**config.mk**
```make
export PLATFORM = sky130hd
export DESIGN_NAME = isrt_ram
export DESIGN_NICKNAME = d
export VERILOG_FILES = /design/src/hdl/isrt_ram.sv
export SDC_FILE = /design/constraint.sdc
export NUM_CORES = 2
export LEC_CHECK = 0
export BUFFER_PORTS_ARGS = -buffer_cell sky130_fd_sc_hd__buf_2
export CORE_ASPECT_RATIO = 1.4
export CORE_UTILIZATION = 55
export DETAILED_ROUTE_END_ITERATION = 10
export GPL_TIMING_DRIVEN = 1
export PLACE_DENSITY = 0.8
export REMOVE_ABC_BUFFERS = 1
export SYNTH_ARGS = -nofsm -noshare
export SYNTH_HDL_FRONTEND = slang
export SYNTH_SLANG_ARGS = --single-unit
```
**constraint.sdc**
```tcl
create_clock -name clock -period 8.3 [get_ports clock]
set_input_delay 0 -clock clock [delete_from_list [all_inputs] [get_ports clock]]
set_output_delay 0 -clock clock [all_outputs]
set_load 0.02 [all_outputs]
```
**src/hdl/isrt_ram.sv**
```systemverilog
`default_nettype none
module isrt_ram #(
   parameter int WIDTH = 62,
   parameter int DEPTH = 64,
   localparam int ADDR_W = (DEPTH > 1) ? $clog2(DEPTH) : 1
) (
   input  wire logic              clock,
   input  wire logic              wr_en,
   input  wire logic [ADDR_W-1:0] wr_addr,
   input  wire logic [WIDTH-1:0]  wr_data,
   input  wire logic              rd_en,
   input  wire logic [ADDR_W-1:0] rd_addr,
   output logic      [WIDTH-1:0]  rd_data
);

   logic [WIDTH-1:0] mem [DEPTH];

   always_ff @(posedge clock) begin
      if (wr_en) begin
         mem[wr_addr] <= wr_data;
      end
      if (rd_en) begin
         rd_data <= mem[rd_addr];
      end
   end

endmodule
`default_nettype wire
```
# After elaboration in Yosys (flattened, before gate mapping)

Memories as Yosys holds them, arrays and structs flattened. A register that Yosys moved wholly into a read port is not among the register bits.
Index checks and enable logic that the tools add are counted.

Bits of input ports: 77
Memory bits (writable): 3,968
Memories: 1
Flip-flop bits (word level): 0
Logic and storage cells: 3
Output and inout bits: 62

Multiplexer cells: 2

Memories:

| memory | words | width | read ports | clocked after Yosys merged registers in | write ports | RTL line | text |
|---|---|---|---|---|---|---|---|
| mem    | 64    | 62    | 1          | 1                                       | 1           | 16       | `logic [WIDTH-1:0] mem [DEPTH];` |

Operator list:

| operator         | number |
|---|---|
| 2-to-1 mux 1 bit | 2 |

# Longest topological paths before layout

Depth after elaboration: 2
Depth in mapped cells: 10
Mapped depth without buffers: 5

# Worst setup path after synthesis

OpenSTA, ideal clock, no wires.

Path type: input -> register
From: input wr_addr[3]
To: memory mem[48][0], enable pin
Cell stages on the path: 4
Setup slack: 3,031 ps
Data required time: 7,742 ps
Path buffers: 1
Library setup time: 558 ps
Data arrival time: 4,711 ps
Path through: clkbuf_1 -> nor2b_1 -> nand4b_1 -> nor3_1

RTL lines:

| item            | RTL line | text |
|---|---|---|
| start, declared | 9        | `input wire logic [ADDR_W-1:0] wr_addr,` |
| end, declared   | 16       |  |

No word-level cell before the write port.

# Worst setup path in the final report

From: input wr_addr[1]
To: memory mem[57][47], enable pin

No word-level cell before the write port.

==> impl_metrics.tcl <==
set metrics [dict create \
    cts_num_sinks 4030 \
    p_leak_nw 52.6 \
    drive_gt1_frac 0.260 \
    die_x_um 447 \
    synth_compound_area_frac 0.0309 \
    r2r_cells 5 \
    drv_slew 0 \
    muxShareOfSynthArea 0.149 \
    ios 139 \
    clk_pin_slew_ns 0.07 \
    setup_viol 0 \
    ctsHoldBuffers 66 \
    cts_tree "yes" \
    rows 228 \
    path_cells "dlygate4sd3_1 > buf_2 > nor2_1 > nand3_1 > nor2_4 > buf_4 > buf_4" \
    initial_core_util 0.553 \
    status "complete, no violations" \
    synth-simple-area-share 0.0125 \
    ant_nets 0 \
    grt.overflow.total 0 \
    grtUsageTotal 0.317 \
    p_per_area_nw_per_um2 243 \
    hold_viol 0 \
    synth_edf_count 4030 \
    antenna_found_initial 16 \
    cts_resized 0 \
    path_class "input port to flip-flop" \
    critical_path_required_ns 8.79 \
    relSlewSlack 0.0551 \
    gp_congestion 0.815 \
    tns_ns 0 \
    clock_path_buffers 4 \
    synth_area_per_cell_um2 22.9 \
    grt_pass1_vias 81300 \
    dieHeight_um 625 \
    yosysUniqueCellTypes 48 \
    place.detailed.hpwl_um 219000 \
    io_buffers 138 \
    whs_path_depth 5 \
    critical_path.max_stage_delay_ns 1.29 \
    worst_pin_slew_ns 1.41 \
    hold-worst-slack_ns 0.0582 \
    die-area_um2 279000 \
    rsz0062_at_grt "false" \
    crit_path_frequent_cell "buf_4" \
    rrSetupSlack_ns 5.80 \
    synthCells 6650 \
    area_growth_pct 11.5 \
    crit_buf_inv 4 \
    avgRoutedWirePerCell_um 40.4 \
    synth_adder_area_share 0 \
    critPathSlowestCell "nor2_4" \
    synth_top_family_by_area "multiplexers" \
    yosys.area_share.xor_xnor 0 \
    synth-seq-area-share 0.794 \
    ys.flop_type "edfxtp_1" \
    hold_path_class "input port to flip-flop" \
    cp.arrival_ns 4.03 \
    regToRegEndpoint "rd_data[44]" \
    routed_wl_um 444000 \
    post_cts_buffers 0 \
    num_vias 79200 \
    fmax_mhz 283 \
    ir_worst_vdd_v 0.000175 \
    drt_pre_antenna_iters 8 \
    worstHoldStart "rd_addr[3]" \
    netlist_area_um2 152000 \
    r2r-start "mem[53][44]" \
    nets 7087 \
    core_area_um2 276000 \
    grt_max_degree 164 \
    post-route-period-util 0.426 \
    cts-root-buf "clkbuf_16" \
    fin_crit_ns 3.54 \
    ctsHtreeMaxLevel 5 \
    ys_ff_latch 4030 \
    startpoint_type "input port" \
    whs_endpoint "rd_data[44]" \
    fin_worst_skew_ns 0.0430 \
    cap_violations 0 \
    clock_latency_ns 0.89 \
    first_iter_violations 14000 \
    post-route-drc-count 0 \
    yosys_warnings 0 \
    async_flop_share 0 \
    cp_top_family "simple AND/OR/NAND/NOR gates" \
    grt_pass1_wl_um 614000 \
    cp_max_fo 25 \
    cp-end-kind "flip-flop" \
    cts_buffers 339 \
    via_per_inst 7.21 \
    cp.depth 7 \
]
## metal layers
layer  wire [um]  GRT usage  part of all wire  up-vias
li1            -          -                 -    29200
met1      129000      0.371              0.29    39800
met4       39000      0.219             0.088        8
met3       61000     0.0788              0.14     2056
met2      215000      0.518              0.48     8076
met5          54          0           0.00012        -
## state kept, by name (all words and copies together), names as in the netlist
register / flops
rd_data: 62
mem: 3968
## placed cells by master (no fill, tap or decap), types with 29 or more instances in the layout
master,instances
edfxtp_1,4030
mux4_2,855
clkbuf_16,346
o22ai_1,241
mux2i_1,234
buf_4,191
buf_2,132
a22oi_1,95
mux2_2,92
o21ai_0,68
dlygate4sd3_1,66
nor2_4,65
clkinv_1,65
o221ai_1,64
clkinv_2,61
nor2b_1,52
nand3_1,49
bufinv_16,48
clkbuf_1,46
nand2_1,39
nor2_1,37
a221oi_1,33
nor4_1,33
a21oi_1,32
a22o_1,32
clkinvlp_4,32
a211oi_1,29
nor3_1,29
## worst reg2reg max path: cells and delay by family (launching register included)
family          cells  cell delay (ns)
compound gates      1             0.94
simple gates        2             0.19
mux                 2             0.65
flops               1             0.42
## cell usage after synthesis, types with 2 or more instances
cell type     n  share of area
edfxtp_1   4030           0.79
mux4_2      855           0.13
o22ai_1     241         0.0099
mux2i_1     234          0.015
clkbuf_1    137         0.0034
buf_2       136         0.0045
nor2_1      103         0.0025
a22oi_1      95         0.0047
mux2_2       92         0.0068
buf_4        75         0.0037
o21ai_0      68         0.0022
o221ai_1     64         0.0037
nor2b_1      60         0.0025
nand3_1      49         0.0016
nand2_1      46         0.0011
a221oi_1     33         0.0019
nor4_1       33         0.0014
a21oi_1      32         0.0011
a22o_1       32         0.0018
nor3_1       31         0.0010
a211oi_1     29         0.0014
buf_6        21         0.0016
o22a_1       18         0.0010
a2bb2oi_1    15        0.00086
and3_1       15        0.00062
nand2b_1     15        0.00062
a311oi_1     14        0.00080
buf_1        14        0.00034
o21ai_1      11        0.00036
o32ai_1      11        0.00063
mux2_1        6        0.00044
a41oi_1       4        0.00023
nand3b_1      4        0.00020
or2_2         4        0.00016
a32oi_1       3        0.00017
and4b_1       3        0.00020
nand4_1       3        0.00012
or3_1         3        0.00012
and2_1        2       0.000082
## cell families after synthesis
family | after synthesis
AOI/OAI and AO/OA | 672
and+or+nand+nor | 376
DFF | 4030
buffers and inverters | 385
muxes | 1187
## metrics by stage
step	utilization	power, mW	cells	area, um^2	worst slack (ns)
6_report	0.617	41.2	11000	170000	4.76
5_1_grt	0.616	41.9	11000	170000	4.83
4_1_cts	0.616	41.1	11000	170000	4.97
3_5_place_dp	0.573	25.0	10300	158000	4.25
3_3_place_gp	0.573	24.9	10300	158000	4.32
2_1_floorplan	-	23.9	6265	150000	3.18
## worst max-delay path by stage
stage	startpoint	end
6_report	wr_addr[1]	mem[57][47]
3_3_place_gp	rd_addr[0]	rd_data[44]
3_5_place_dp	rd_addr[0]	rd_data[44]
2_1_floorplan	wr_en	mem[48][0]
5_1_grt	wr_addr[1]	mem[57][8]
4_1_cts	wr_addr[1]	mem[57][47]
## cell type report
cell class	count	area (um^2)
Sequential cell	4030	121000
Fill cell	17100	106000
Multi-Input combinational cell	2235	29900
Clock buffer	392	8830
Tap cell	3680	4600
Timing Repair Buffer	404	3050
Clock inverter	227	2470
Antenna cell	12	30.0
## report_power, final
group          total, mW  leakage, nW  switching (mW)  internal (mW)
Clock               16.6         5.45            7.38           9.18
Sequential          22.7         36.3          0.0816           22.6
Combinational       2.00         10.9            1.32          0.687
Note: power is estimated with default switching activity, not from simulation.
